`src/hdl/stb_pkg.sv`:
```
// shared types, character codes and token kinds of the source byte tokenizer
`default_nettype none

package stb_pkg;

  // default width of number tokens
  localparam int unsigned NUMBER_BITS_DEF = 31;

  // result queue depth (one byte may push two results)
  localparam int unsigned RES_DEPTH = 4;

  // character codes
  localparam logic [7:0] CH_NUL    = 8'h00;
  localparam logic [7:0] CH_TAB    = 8'h09;
  localparam logic [7:0] CH_LF     = 8'h0A;
  localparam logic [7:0] CH_VT     = 8'h0B;
  localparam logic [7:0] CH_FF     = 8'h0C;
  localparam logic [7:0] CH_CR     = 8'h0D;
  localparam logic [7:0] CH_SPACE  = 8'h20;
  localparam logic [7:0] CH_BANG   = 8'h21;
  localparam logic [7:0] CH_QUOTE  = 8'h22;
  localparam logic [7:0] CH_PCT    = 8'h25;
  localparam logic [7:0] CH_LPAR   = 8'h28;
  localparam logic [7:0] CH_RPAR   = 8'h29;
  localparam logic [7:0] CH_STAR   = 8'h2A;
  localparam logic [7:0] CH_PLUS   = 8'h2B;
  localparam logic [7:0] CH_COMMA  = 8'h2C;
  localparam logic [7:0] CH_MINUS  = 8'h2D;
  localparam logic [7:0] CH_SLASH  = 8'h2F;
  localparam logic [7:0] CH_ZERO   = 8'h30;
  localparam logic [7:0] CH_NINE   = 8'h39;
  localparam logic [7:0] CH_SEMI   = 8'h3B;
  localparam logic [7:0] CH_LT     = 8'h3C;
  localparam logic [7:0] CH_EQ     = 8'h3D;
  localparam logic [7:0] CH_GT     = 8'h3E;
  localparam logic [7:0] CH_UP_A   = 8'h41;
  localparam logic [7:0] CH_UP_Z   = 8'h5A;
  localparam logic [7:0] CH_LO_A   = 8'h61;
  localparam logic [7:0] CH_LO_Z   = 8'h7A;
  localparam logic [7:0] CH_LBRACE = 8'h7B;
  localparam logic [7:0] CH_PIPE   = 8'h7C;
  localparam logic [7:0] CH_RBRACE = 8'h7D;

  // compare operator index held while waiting for a trailing '='
  localparam logic [1:0] CMP_EQ   = 2'd0;
  localparam logic [1:0] CMP_LT   = 2'd1;
  localparam logic [1:0] CMP_GT   = 2'd2;
  localparam logic [1:0] CMP_BANG = 2'd3;

  // error codes
  localparam logic ERR_UNKNOWN = 1'b0;
  localparam logic ERR_UNTERM  = 1'b1;

  typedef enum logic [4:0] {
    KIND_STR    = 5'd0,
    KIND_NUM    = 5'd1,
    KIND_IDENT  = 5'd2,
    KIND_PLUS   = 5'd3,
    KIND_MINUS  = 5'd4,
    KIND_STAR   = 5'd5,
    KIND_SLASH  = 5'd6,
    KIND_PCT    = 5'd7,
    KIND_ASSIGN = 5'd8,
    KIND_LT     = 5'd9,
    KIND_GT     = 5'd10,
    KIND_BANG   = 5'd11,
    KIND_COMMA  = 5'd12,
    KIND_PIPE   = 5'd13,
    KIND_EQEQ   = 5'd14,
    KIND_NE     = 5'd15,
    KIND_LE     = 5'd16,
    KIND_GE     = 5'd17,
    KIND_LPAR   = 5'd18,
    KIND_RPAR   = 5'd19,
    KIND_LBRACE = 5'd20,
    KIND_RBRACE = 5'd21,
    KIND_NL     = 5'd22,
    KIND_SEMI   = 5'd23,
    KIND_EOF    = 5'd24
  } kind_e;

  typedef enum logic [1:0] {
    ROLE_WHOLE = 2'd0,
    ROLE_TEXT  = 2'd1,
    ROLE_END   = 2'd2,
    ROLE_ERR   = 2'd3
  } role_e;

  // one result without its number value
  typedef struct packed {
    kind_e      kind;
    role_e      role;
    logic [7:0] text_char;
    logic       clipped;
    logic       err_code;
    logic       last;
  } res_meta_t;

  localparam res_meta_t RES_NONE = '{
    kind: KIND_STR, role: ROLE_WHOLE, text_char: 8'h00,
    clipped: 1'b0, err_code: 1'b0, last: 1'b0
  };

  // kind of a lone compare operator
  function automatic kind_e cmp_single(input logic [1:0] idx);
    kind_e k;
    case (idx)
      CMP_EQ:  k = KIND_ASSIGN;
      CMP_LT:  k = KIND_LT;
      CMP_GT:  k = KIND_GT;
      default: k = KIND_BANG;
    endcase
    return k;
  endfunction

  // kind of a compare operator followed by '='
  function automatic kind_e cmp_double(input logic [1:0] idx);
    kind_e k;
    case (idx)
      CMP_EQ:  k = KIND_EQEQ;
      CMP_LT:  k = KIND_LE;
      CMP_GT:  k = KIND_GE;
      default: k = KIND_NE;
    endcase
    return k;
  endfunction

endpackage

`default_nettype wire

```
`src/hdl/stb_if.sv`:
```
// valid/ready channel interfaces for source bytes and token results
`default_nettype none

interface stb_byte_if;
  import stb_pkg::*;

  logic       valid;
  logic       ready;
  logic [7:0] source_byte;

  modport source (output valid, output source_byte, input ready);
  modport sink (input valid, input source_byte, output ready);
endinterface

interface stb_tok_if #(
  parameter int unsigned NUM_W = stb_pkg::NUMBER_BITS_DEF
);
  import stb_pkg::*;

  logic             valid;
  logic             ready;
  logic [4:0]       token_kind;
  logic [1:0]       result_role;
  logic [7:0]       text_char;
  logic [NUM_W-1:0] number_value;
  logic             number_clipped;
  logic             error_code;
  logic             last_of_item;

  modport source (
    output valid, output token_kind, output result_role, output text_char,
    output number_value, output number_clipped, output error_code,
    output last_of_item, input ready
  );
  modport sink (
    input valid, input token_kind, input result_role, input text_char,
    input number_value, input number_clipped, input error_code,
    input last_of_item, output ready
  );
endinterface

`default_nettype wire

```
`src/hdl/stb_scan.sv`:
```
// input byte register and scanner state machine, up to two results per byte
`default_nettype none

module stb_scan #(
  parameter int unsigned NUMBER_BITS = stb_pkg::NUMBER_BITS_DEF
) (
  input  logic                   clk_i,
  input  logic                   rst_ni,
  input  logic                   in_valid_i,
  input  logic [7:0]             in_byte_i,
  output logic                   in_ready_o,
  input  logic                   room_i,
  output logic [1:0]             push_cnt_o,
  output stb_pkg::res_meta_t     res0_o,
  output stb_pkg::res_meta_t     res1_o,
  output logic [NUMBER_BITS-1:0] val0_o
);
  import stb_pkg::*;

  localparam logic [2:0] MODE_IDLE  = 3'd0;
  localparam logic [2:0] MODE_NUM   = 3'd1;
  localparam logic [2:0] MODE_IDENT = 3'd2;
  localparam logic [2:0] MODE_STR   = 3'd3;
  localparam logic [2:0] MODE_CMP   = 3'd4;
  localparam logic [2:0] MODE_HALT  = 3'd5;

  localparam logic [NUMBER_BITS-1:0] NUM_MAX = '1;

  logic                   vld_q, vld_d;
  logic [7:0]             byte_q;
  logic [2:0]             mode_q, mode_d;
  logic [1:0]             pend_q, pend_d;
  logic [NUMBER_BITS-1:0] acc_q, acc_d;
  logic                   clip_q, clip_d;
  logic                   adv;

  // byte classes
  logic                   is_digit, is_alpha, is_blank;
  logic [3:0]             digit;

  // idle-start decode of the current byte
  logic [2:0]             idle_mode;
  logic                   idle_emit;
  res_meta_t              idle_res;
  logic [1:0]             idle_pend;

  // result emitted before the idle-start one
  logic                   pre_emit;
  res_meta_t              pre_res;
  logic [NUMBER_BITS-1:0] pre_val;
  logic                   use_idle;

  logic [NUMBER_BITS+3:0] acc_x10;
  logic                   acc_sat;

  assign adv        = vld_q & room_i;
  assign in_ready_o = ~vld_q | room_i;

  // input byte register
  assign vld_d = (in_valid_i & in_ready_o) | (vld_q & ~adv);

  always_ff @(posedge clk_i or negedge rst_ni) begin
    if (!rst_ni) begin
      vld_q <= 1'b0;
    end else begin
      vld_q <= vld_d;
    end
  end

  always_ff @(posedge clk_i) begin
    if (in_valid_i && in_ready_o) begin
      byte_q <= in_byte_i;
    end
  end

  // byte classification
  always_comb begin
    is_digit = byte_q inside {[CH_ZERO:CH_NINE]};
    is_alpha = byte_q inside {[CH_UP_A:CH_UP_Z], [CH_LO_A:CH_LO_Z]};
    is_blank = byte_q inside {CH_SPACE, CH_TAB, CH_VT, CH_FF, CH_CR};
    digit    = 4'(byte_q - CH_ZERO);
  end

  // acc * 10 + digit with saturation
  always_comb begin
    acc_x10 = ({4'b0, acc_q} << 3) + ({4'b0, acc_q} << 1) + (NUMBER_BITS+4)'(digit);
    acc_sat = |acc_x10[NUMBER_BITS+3:NUMBER_BITS];
  end

  // what the byte does when no token is open
  always_comb begin
    idle_mode = MODE_IDLE;
    idle_emit = 1'b0;
    idle_res  = RES_NONE;
    idle_pend = pend_q;
    if (is_blank) begin
      idle_mode = MODE_IDLE;
    end else if (is_digit) begin
      idle_mode = MODE_NUM;
    end else if (is_alpha) begin
      idle_mode          = MODE_IDENT;
      idle_emit          = 1'b1;
      idle_res.kind      = KIND_IDENT;
      idle_res.role      = ROLE_TEXT;
      idle_res.text_char = byte_q;
    end else if (byte_q == CH_QUOTE) begin
      idle_mode = MODE_STR;
    end else begin
      idle_emit = 1'b1;
      case (byte_q)
        CH_EQ: begin
          idle_mode = MODE_CMP; idle_emit = 1'b0; idle_pend = CMP_EQ;
        end
        CH_LT: begin
          idle_mode = MODE_CMP; idle_emit = 1'b0; idle_pend = CMP_LT;
        end
        CH_GT: begin
          idle_mode = MODE_CMP; idle_emit = 1'b0; idle_pend = CMP_GT;
        end
        CH_BANG: begin
          idle_mode = MODE_CMP; idle_emit = 1'b0; idle_pend = CMP_BANG;
        end
        CH_PLUS:   idle_res.kind = KIND_PLUS;
        CH_MINUS:  idle_res.kind = KIND_MINUS;
        CH_STAR:   idle_res.kind = KIND_STAR;
        CH_SLASH:  idle_res.kind = KIND_SLASH;
        CH_PCT:    idle_res.kind = KIND_PCT;
        CH_COMMA:  idle_res.kind = KIND_COMMA;
        CH_PIPE:   idle_res.kind = KIND_PIPE;
        CH_LPAR:   idle_res.kind = KIND_LPAR;
        CH_RPAR:   idle_res.kind = KIND_RPAR;
        CH_LBRACE: idle_res.kind = KIND_LBRACE;
        CH_RBRACE: idle_res.kind = KIND_RBRACE;
        CH_LF:     idle_res.kind = KIND_NL;
        CH_SEMI:   idle_res.kind = KIND_SEMI;
        CH_NUL:    idle_res.kind = KIND_EOF;
        default: begin
          // byte that starts no token
          idle_mode         = MODE_HALT;
          idle_res.role     = ROLE_ERR;
          idle_res.err_code = ERR_UNKNOWN;
        end
      endcase
    end
  end

  // scanner next state and the closing result of an open token
  always_comb begin
    mode_d   = mode_q;
    pend_d   = pend_q;
    acc_d    = acc_q;
    clip_d   = clip_q;
    pre_emit = 1'b0;
    pre_res  = RES_NONE;
    pre_val  = '0;
    use_idle = 1'b0;
    case (mode_q)
      MODE_HALT: begin
        mode_d = MODE_HALT;
      end
      MODE_NUM: begin
        if (is_digit) begin
          if (acc_sat) begin
            acc_d  = NUM_MAX;
            clip_d = 1'b1;
          end else begin
            acc_d = acc_x10[NUMBER_BITS-1:0];
          end
        end else begin
          pre_emit        = 1'b1;
          pre_res.kind    = KIND_NUM;
          pre_res.clipped = clip_q;
          pre_val         = acc_q;
          use_idle        = 1'b1;
        end
      end
      MODE_IDENT: begin
        pre_emit     = 1'b1;
        pre_res.kind = KIND_IDENT;
        if (is_alpha || is_digit) begin
          pre_res.role      = ROLE_TEXT;
          pre_res.text_char = byte_q;
        end else begin
          pre_res.role = ROLE_END;
          use_idle     = 1'b1;
        end
      end
      MODE_STR: begin
        pre_emit = 1'b1;
        if (byte_q == CH_QUOTE) begin
          mode_d       = MODE_IDLE;
          pre_res.role = ROLE_END;
        end else if (byte_q == CH_NUL) begin
          mode_d           = MODE_HALT;
          pre_res.role     = ROLE_ERR;
          pre_res.err_code = ERR_UNTERM;
        end else begin
          pre_res.role      = ROLE_TEXT;
          pre_res.text_char = byte_q;
        end
      end
      MODE_CMP: begin
        pre_emit = 1'b1;
        if (byte_q == CH_EQ) begin
          mode_d       = MODE_IDLE;
          pre_res.kind = cmp_double(pend_q);
        end else begin
          pre_res.kind = cmp_single(pend_q);
          use_idle     = 1'b1;
        end
      end
      default: begin
        use_idle = 1'b1;
      end
    endcase

    if (use_idle) begin
      mode_d = idle_mode;
      pend_d = idle_pend;
      if (is_digit) begin
        acc_d  = NUMBER_BITS'(digit);
        clip_d = 1'b0;
      end
    end
  end

  // pack the results for this byte, last flag on the final one
  always_comb begin
    push_cnt_o = 2'd0;
    res0_o     = RES_NONE;
    res1_o     = RES_NONE;
    val0_o     = '0;
    if (adv) begin
      if (pre_emit) begin
        res0_o = pre_res;
        val0_o = pre_val;
        if (use_idle && idle_emit) begin
          push_cnt_o  = 2'd2;
          res1_o      = idle_res;
          res1_o.last = 1'b1;
        end else begin
          push_cnt_o  = 2'd1;
          res0_o.last = 1'b1;
        end
      end else if (use_idle && idle_emit) begin
        push_cnt_o  = 2'd1;
        res0_o      = idle_res;
        res0_o.last = 1'b1;
      end
    end
  end

  // scanner state
  always_ff @(posedge clk_i or negedge rst_ni) begin
    if (!rst_ni) begin
      mode_q <= MODE_IDLE;
      pend_q <= CMP_EQ;
      acc_q  <= '0;
      clip_q <= 1'b0;
    end else if (adv) begin
      mode_q <= mode_d;
      pend_q <= pend_d;
      acc_q  <= acc_d;
      clip_q <= clip_d;
    end
  end

endmodule

`default_nettype wire

```
`src/hdl/stb_resq.sv`:
```
// small result queue: up to two pushes and one pop per cycle
`default_nettype none

module stb_resq #(
  parameter int unsigned NUMBER_BITS = stb_pkg::NUMBER_BITS_DEF
) (
  input  logic                   clk_i,
  input  logic                   rst_ni,
  input  logic [1:0]             push_cnt_i,
  input  stb_pkg::res_meta_t     res0_i,
  input  stb_pkg::res_meta_t     res1_i,
  input  logic [NUMBER_BITS-1:0] val0_i,
  output logic                   room_o,
  stb_tok_if.source              out_o
);
  import stb_pkg::*;

  localparam int unsigned PTR_W = $clog2(RES_DEPTH);
  localparam int unsigned CNT_W = $clog2(RES_DEPTH + 1);

  res_meta_t              meta_q [RES_DEPTH];
  logic [NUMBER_BITS-1:0] val_q  [RES_DEPTH];
  logic [PTR_W-1:0]       wr_q, wr_d, rd_q, rd_d, wr_nx;
  logic [CNT_W-1:0]       cnt_q, cnt_d;
  logic                   pop;
  res_meta_t              head;

  // space for a full two-result byte
  assign room_o = cnt_q <= CNT_W'(RES_DEPTH - 2);
  assign pop    = out_o.valid & out_o.ready;
  assign wr_nx  = PTR_W'(wr_q + 1'b1);

  always_comb begin
    wr_d  = PTR_W'(wr_q + PTR_W'(push_cnt_i));
    rd_d  = pop ? PTR_W'(rd_q + 1'b1) : rd_q;
    cnt_d = CNT_W'(cnt_q + CNT_W'(push_cnt_i) - CNT_W'(pop));
  end

  // pointers and fill count
  always_ff @(posedge clk_i or negedge rst_ni) begin
    if (!rst_ni) begin
      wr_q  <= '0;
      rd_q  <= '0;
      cnt_q <= '0;
    end else begin
      wr_q  <= wr_d;
      rd_q  <= rd_d;
      cnt_q <= cnt_d;
    end
  end

  // entry storage
  always_ff @(posedge clk_i) begin
    if (push_cnt_i != 2'd0) begin
      meta_q[wr_q] <= res0_i;
      val_q[wr_q]  <= val0_i;
    end
    if (push_cnt_i == 2'd2) begin
      meta_q[wr_nx] <= res1_i;
      val_q[wr_nx]  <= '0;
    end
  end

  // head of the queue drives the result channel
  assign head                 = meta_q[rd_q];
  assign out_o.valid          = cnt_q != '0;
  assign out_o.token_kind     = head.kind;
  assign out_o.result_role    = head.role;
  assign out_o.text_char      = head.text_char;
  assign out_o.number_value   = val_q[rd_q];
  assign out_o.number_clipped = head.clipped;
  assign out_o.error_code     = head.err_code;
  assign out_o.last_of_item   = head.last;

endmodule

`default_nettype wire

```
`src/hdl/source_byte_tokenizer_core.sv`:
```
// top level of the source byte tokenizer
`default_nettype none

// Byte-serial tokenizer. One source byte is taken per cycle on in_i; each byte
// gives zero, one or two token results on out_o, in order, the final one
// flagged by last_of_item. A byte passes an input register and the scanner
// logic, then enters a four-entry result queue: its results are pushed into
// the queue once the queue has room for two and show on out_o from its head.
// The sustained rate is one byte per cycle as long as bytes give at most one
// result each and out_o takes every result; a byte that gives two results
// (a closed token plus the start of the next) fills the queue faster than one
// pop per cycle drains it, and in_i.ready drops while the queue has fewer
// than two free entries and a byte is held. Numbers saturate at 2^NUMBER_BITS-1
// with number_clipped set. After an error result the block drops all input
// until reset.
module source_byte_tokenizer_core #(
  parameter int unsigned NUMBER_BITS = stb_pkg::NUMBER_BITS_DEF
) (
  input  logic      clk_i,
  input  logic      rst_ni,
  stb_byte_if.sink  in_i,
  stb_tok_if.source out_o
);
  import stb_pkg::*;

  logic                   room;
  logic [1:0]             push_cnt;
  res_meta_t              res0, res1;
  logic [NUMBER_BITS-1:0] val0;

  // scanner with input register
  stb_scan #(
    .NUMBER_BITS (NUMBER_BITS)
  ) u_scan (
    .clk_i      (clk_i),
    .rst_ni     (rst_ni),
    .in_valid_i (in_i.valid),
    .in_byte_i  (in_i.source_byte),
    .in_ready_o (in_i.ready),
    .room_i     (room),
    .push_cnt_o (push_cnt),
    .res0_o     (res0),
    .res1_o     (res1),
    .val0_o     (val0)
  );

  // result queue
  stb_resq #(
    .NUMBER_BITS (NUMBER_BITS)
  ) u_resq (
    .clk_i      (clk_i),
    .rst_ni     (rst_ni),
    .push_cnt_i (push_cnt),
    .res0_i     (res0),
    .res1_i     (res1),
    .val0_i     (val0),
    .room_o     (room),
    .out_o      (out_o)
  );

  // an error is the final result ever: the queue is empty after it is taken
  assert property (@(posedge clk_i) disable iff (!rst_ni)
    (out_o.valid && out_o.ready && out_o.result_role == ROLE_ERR) |=> !out_o.valid)
    else $error("result after an error transaction");

  // a clipped number carries the saturated value
  assert property (@(posedge clk_i) disable iff (!rst_ni)
    (out_o.valid && out_o.number_clipped) |-> (&out_o.number_value))
    else $error("clipped number not saturated");

  // an error result closes its byte
  assert property (@(posedge clk_i) disable iff (!rst_ni)
    (out_o.valid && out_o.result_role == ROLE_ERR) |-> out_o.last_of_item)
    else $error("error result not last of its byte");

  // nothing is pushed while the queue lacks room for a whole byte
  assert property (@(posedge clk_i) disable iff (!rst_ni)
    !room |-> (push_cnt == 2'd0))
    else $error("result push without queue room");

endmodule

`default_nettype wire

```
`src/flat_wrapper.sv`:
```
// flat-port wrapper written by rule: the top's interface ports become plain ports
module source_byte_tokenizer_core_flat import stb_pkg::*;
#(
  parameter int unsigned NUMBER_BITS = stb_pkg::NUMBER_BITS_DEF
)
  (clk_i, rst_ni, in_i_valid, in_i_source_byte, in_i_ready, out_o_valid, out_o_token_kind, out_o_result_role, out_o_text_char, out_o_number_value, out_o_number_clipped, out_o_error_code, out_o_last_of_item, out_o_ready);
  stb_byte_if in_i_i ();
  stb_tok_if #(.NUM_W((NUMBER_BITS_DEF))) out_o_i ();
  input  logic clk_i;
  input  logic rst_ni;
  input wire logic [$bits(in_i_i.valid)-1:0] in_i_valid;
  input wire logic [$bits(in_i_i.source_byte)-1:0] in_i_source_byte;
  output wire logic [$bits(in_i_i.ready)-1:0] in_i_ready;
  output wire logic [$bits(out_o_i.valid)-1:0] out_o_valid;
  output wire logic [$bits(out_o_i.token_kind)-1:0] out_o_token_kind;
  output wire logic [$bits(out_o_i.result_role)-1:0] out_o_result_role;
  output wire logic [$bits(out_o_i.text_char)-1:0] out_o_text_char;
  output wire logic [$bits(out_o_i.number_value)-1:0] out_o_number_value;
  output wire logic [$bits(out_o_i.number_clipped)-1:0] out_o_number_clipped;
  output wire logic [$bits(out_o_i.error_code)-1:0] out_o_error_code;
  output wire logic [$bits(out_o_i.last_of_item)-1:0] out_o_last_of_item;
  input wire logic [$bits(out_o_i.ready)-1:0] out_o_ready;
  assign in_i_i.valid = in_i_valid;
  assign in_i_i.source_byte = in_i_source_byte;
  assign in_i_ready = in_i_i.ready;
  assign out_o_valid = out_o_i.valid;
  assign out_o_token_kind = out_o_i.token_kind;
  assign out_o_result_role = out_o_i.result_role;
  assign out_o_text_char = out_o_i.text_char;
  assign out_o_number_value = out_o_i.number_value;
  assign out_o_number_clipped = out_o_i.number_clipped;
  assign out_o_error_code = out_o_i.error_code;
  assign out_o_last_of_item = out_o_i.last_of_item;
  assign out_o_i.ready = out_o_ready;
  source_byte_tokenizer_core #(.NUMBER_BITS(NUMBER_BITS)) u_core (.clk_i(clk_i), .rst_ni(rst_ni), .in_i(in_i_i), .out_o(out_o_i));
endmodule
```
`config.mk`:
```
export PLATFORM = sky130hd
export DESIGN_NAME = source_byte_tokenizer_core_flat
export DESIGN_NICKNAME = d
export VERILOG_FILES = /design/src/hdl/stb_pkg.sv /design/src/hdl/stb_if.sv /design/src/hdl/stb_scan.sv /design/src/hdl/stb_resq.sv /design/src/hdl/source_byte_tokenizer_core.sv /design/src/flat_wrapper.sv
export SDC_FILE = /design/constraint.sdc
export NUM_CORES = 1
export LEC_CHECK = 0
export BUFFER_PORTS_ARGS = -buffer_cell sky130_fd_sc_hd__buf_2
export CAP_MARGIN = 20
export CORE_MARGIN = 3
export CORE_UTILIZATION = 30
export CTS_CLUSTER_DIAMETER = 40
export DETAILED_ROUTE_END_ITERATION = 10
export GPL_TIMING_DRIVEN = 0
export PLACE_DENSITY = 0.49
export SYNTH_ARGS = -nofsm -noshare
export SYNTH_HDL_FRONTEND = slang
export SYNTH_HIERARCHICAL = 1
export SYNTH_SLANG_ARGS = --single-unit
```
`constraint.sdc`:
```
create_clock -name clk_i -period 6.3 [get_ports clk_i]
set_input_delay 0.315 -clock clk_i [delete_from_list [all_inputs] [get_ports clk_i]]
set_output_delay 0.315 -clock clk_i [all_outputs]
set_load 0.005 [all_outputs]
```
==> flow_summary_export.csv <==
group,metric,value,unit
routing,drtIter0Drc,824,
worst_hold_path,min_path_type,"primary input to flop",
routing,wl,45300,um
clock_tree,post-cts-setup-buffers,0,
setup_path,cp-end-kind,"flop",
floorplan,io_pins,63,
placed_design,pre_cts_ws,1030,ps
grt,antenna_found_initial,0,
timing,hold_viol,0,
grt,grt_pass1_wl,70100,um
setup_path,cp_common_cell,"inv_1",
finish,layout.nets,1626,
clock_tree,cts_inserted_buffers,41,
setup_path,cp_num_buf_inv,6,
setup_path,path_class,"flop to flop",
synth,yosysMostFrequentCell,"nor3_1",
timing,finalCritPeriodShare,84.2,%
setup_path,cp_slowest_cell,"inv_1",
grt,grt_util_all_layers,17.6,%
setup_path,reg2regPathDepth,14,
clock_tree,clk_pin_slew,60,ps
setup_path,cp_max_fo,18,
synth,yosysTopAreaCell,"dfxtp_1",
synth,synth_top_area_share,17.2,%
floorplan,initial_core_util,30.7,%
floorplan,row_count,79,
status,outcome,"finished clean",
setup_path,r2r_start,"u_core/u_scan/byte_q[3]",
timing,max_freq,0.188,GHz
setup_path,crit_arrival,5400,ps
synth,yosys-top-cells-count,"142 x nor3_1, 124 x dfxtp_1, 116 x a21oi_1, 104 x nor2_1, 80 x edfxtp_1",
synth,ys.flop_type,"dfxtp_1",
routing,first_pass_iters,5,
synth,synth_cell_types,79,
power_and_ir_drop,power_density,440,mW/mm2
routing,ant_nets,0,
worst_hold_path,worstHoldStart,"in_i_valid",
setup_path,r2r-end,"u_core/u_resq/meta_q[3][11]",
power_and_ir_drop,finalPower,7.53,mW
timing,setup_viol,0,
clock_tree,cts_tree,"done",
synth,ys_seq_elements,249,
setup_path,cp-start-kind,"flop",
timing,period_needed,5310,ps
finish,final_cells,2182,
setup_path,critPathTopFamily,"buffers and inverters",
synth,syn-cell-area,0.0145,mm2
clock_tree,htree_levels,2,
clock_tree,clock_latency,540,ps
timing,worst_slew_pin_slew,1080,ps
timing,setup_ws,993,ps
routing,drc,0,
worst_hold_path,min_path_cells,2,
clock_tree,cts.sinks,249,
finish,postLayoutCoreUtil,36.4,%
grt,grt_max_degree,46,
placed_design,port_buffers,62,
clock_tree,cts_root_buf,"clkbuf_16",
floorplan,die_x,226,um
finish,drive_gt1_share,19.8,%
placed_design,dp.final_hpwl,32400,um
routing,vias_per_cell,5.39,
synth,synth_edf_count,80,
floorplan,chipHeight,226,um
setup_path,crit_chain,"clkbuf_1 > inv_1 > a211oi_1 > o21ai_0 > o211ai_1 > a21o_1 > inv_1 > ha_1 > and3_1 > buf_2 > mux2i_1 > nand2b_1 > clkbuf_1 > inv_1",
power_and_ir_drop,ir_worst_vdd,215,uV
grt,first_global_vias,11792,
placed_design,dp.cells,2097,
timing,finClkSkew,21.3,ps
synth,ys_seq_area_share,41.6,%
synth,synthTopCellsByArea,"dfxtp_1 17%, edfxtp_1 17%, dfrtp_1 7.8%, mux4_2 7.6%, ha_1 5.9%",
job,maxCapViolations,0,
timing,relSlewSlack,28.1,%
synth,syn_avg_cell_area,10.2,um2
setup_path,cp.required,6390,ps
worst_hold_path,min_to,"u_core/u_scan/vld_q",
floorplan,die_area,0.0509,mm2
synth,syn_inst,1424,
synth,yosysWarnings,6,
timing,final_max_slew_viol_count,0,
routing,wl_per_cell,20.8,um
setup_path,slowest_delay,660,ps
finish,fill_cells,4710,
routing,num_vias,11766,
power_and_ir_drop,leakage,6.86,nW
clock_tree,cts_buffer_depth,3,
synth,synthArstFlopShare,18.1,%
setup_path,rrSetupSlack,990,ps
grt,grt_overflow,0,
floorplan,coreArea,0.0471,mm2
finish,diodes,0,
timing,rsz0062_at_grt,"false",
finish,area_growth,18.3,%
placed_design,globalplace.congestion,0.843,
where the power goes:
part	internal, mW	switching, mW	total [mW]
registers	2.06	0.169	2.23
logic	1.14	1.88	3.01
clock network	1.44	0.849	2.29
worst register-to-register path, cell delays in order (launching register included):
cell      delay, ps
edfxtp_1        550
clkbuf_1        500
inv_1           310
a211oi_1        320
o21ai_0         230
o211ai_1        250
a21o_1          220
inv_1            70
ha_1            270
and3_1          250
buf_2           250
mux2i_1         230
nand2b_1        240
clkbuf_1        500
inv_1           670
timing repair:
action,CTS,global route
gates resized for setup,0,0
hold endpoints to repair,8,45
hold buffers,8,1
stage by stage:
| stage | setup TNS (ps) | hold slack [ps] | instance area, um2 |
|---|---|---|---|
| final | 0 | 37.9 | 17100 |
| after global routing | 0 | 28.2 | 17100 |
| after CTS | 0 | 3.78 | 17100 |
| after detailed placement | 0 | 461 | 15600 |
| after global placement | -18750 | 456 | 15500 |
| after floorplan | 0 | 19.4 | 14500 |
worst max path at each step:
stage                                       start                          end  slack [ps]  depth (start not counted)
after detailed placement  u_core/u_scan/byte_q[3]  u_core/u_resq/meta_q[3][16]        1030                         14
final                     u_core/u_scan/byte_q[3]  u_core/u_resq/meta_q[3][11]         990                         14
after floorplan           u_core/u_scan/byte_q[1]   u_core/u_resq/meta_q[2][0]        1530                         14
after global routing      u_core/u_scan/byte_q[3]   u_core/u_resq/meta_q[3][9]         650                         14
after CTS                 u_core/u_scan/byte_q[3]  u_core/u_resq/meta_q[3][10]        1010                         14
after global placement    u_core/u_scan/byte_q[3]   u_core/u_resq/meta_q[0][2]        -580                         13
per-layer routing:
| metal | wire (um) | vias to the layer above | track usage, % |
|---|---|---|---|
| met1 | 21600 | 5730 | 24.7 |
| li1 | - | 5638 | - |
| met4 | 1270 | 0 | 5.92 |
| met3 | 1930 | 79 | 2.24 |
| met5 | 0 | - | 0 |
| met2 | 20500 | 319 | 28.2 |
layout make-up:
class                      count  area [um2]  area share, %
sequential                   249        6010           35.1
buffer                       109         497           2.90
multi-input combinational   1044        7880           46.0
clock buffer                  46        1100           6.41
inverter                      24        92.6          0.541
tap                          607         759           4.44
timing repair buffer          74         450           2.63
clock inverter                29         324           1.89
placed cells by master, fill, tap and decap left out, types with 8 or more instances in the layout:
master | synthesis | layout
clkbuf_1 | 73 | 74
or3_1 | 9 | 9
and2_1 | 49 | 49
xnor2_1 | 14 | 14
ha_1 | 68 | 68
a21oi_1 | 116 | 116
nor2_1 | 104 | 104
a22o_1 | 63 | 63
xor2_1 | 11 | 11
nor3_1 | 142 | 142
nand3_1 | 14 | 14
nand2_1 | 63 | 63
buf_2 | 19 | 81
nand4_1 | 13 | 13
clkinvlp_4 | 0 | 8
o21a_1 | 8 | 8
dfxtp_1 | 124 | 124
edfxtp_1 | 80 | 80
mux4_2 | 49 | 49
dfrtp_1 | 45 | 45
nor2b_1 | 8 | 8
mux2_2 | 73 | 73
a22oi_1 | 16 | 16
o21ai_0 | 62 | 60
inv_1 | 23 | 23
a21o_1 | 15 | 15
dlygate4sd3_1 | 0 | 9
nand2b_1 | 9 | 9
clkbuf_16 | 0 | 42
and3_1 | 8 | 8
a211oi_1 | 13 | 13
kinds of logic after synthesis:
logic type	after synthesis	synth area share (%)
compound gates	368	17.1
xor+xnor	25	1.51
fa+ha+maj	72	6.37
buf+inv	133	4.08
flops	249	41.6
mux	125	13.5
other cells	1	0.0259
simple gates	451	15.9
No activity file was read; power rests on OpenSTA's default activity.
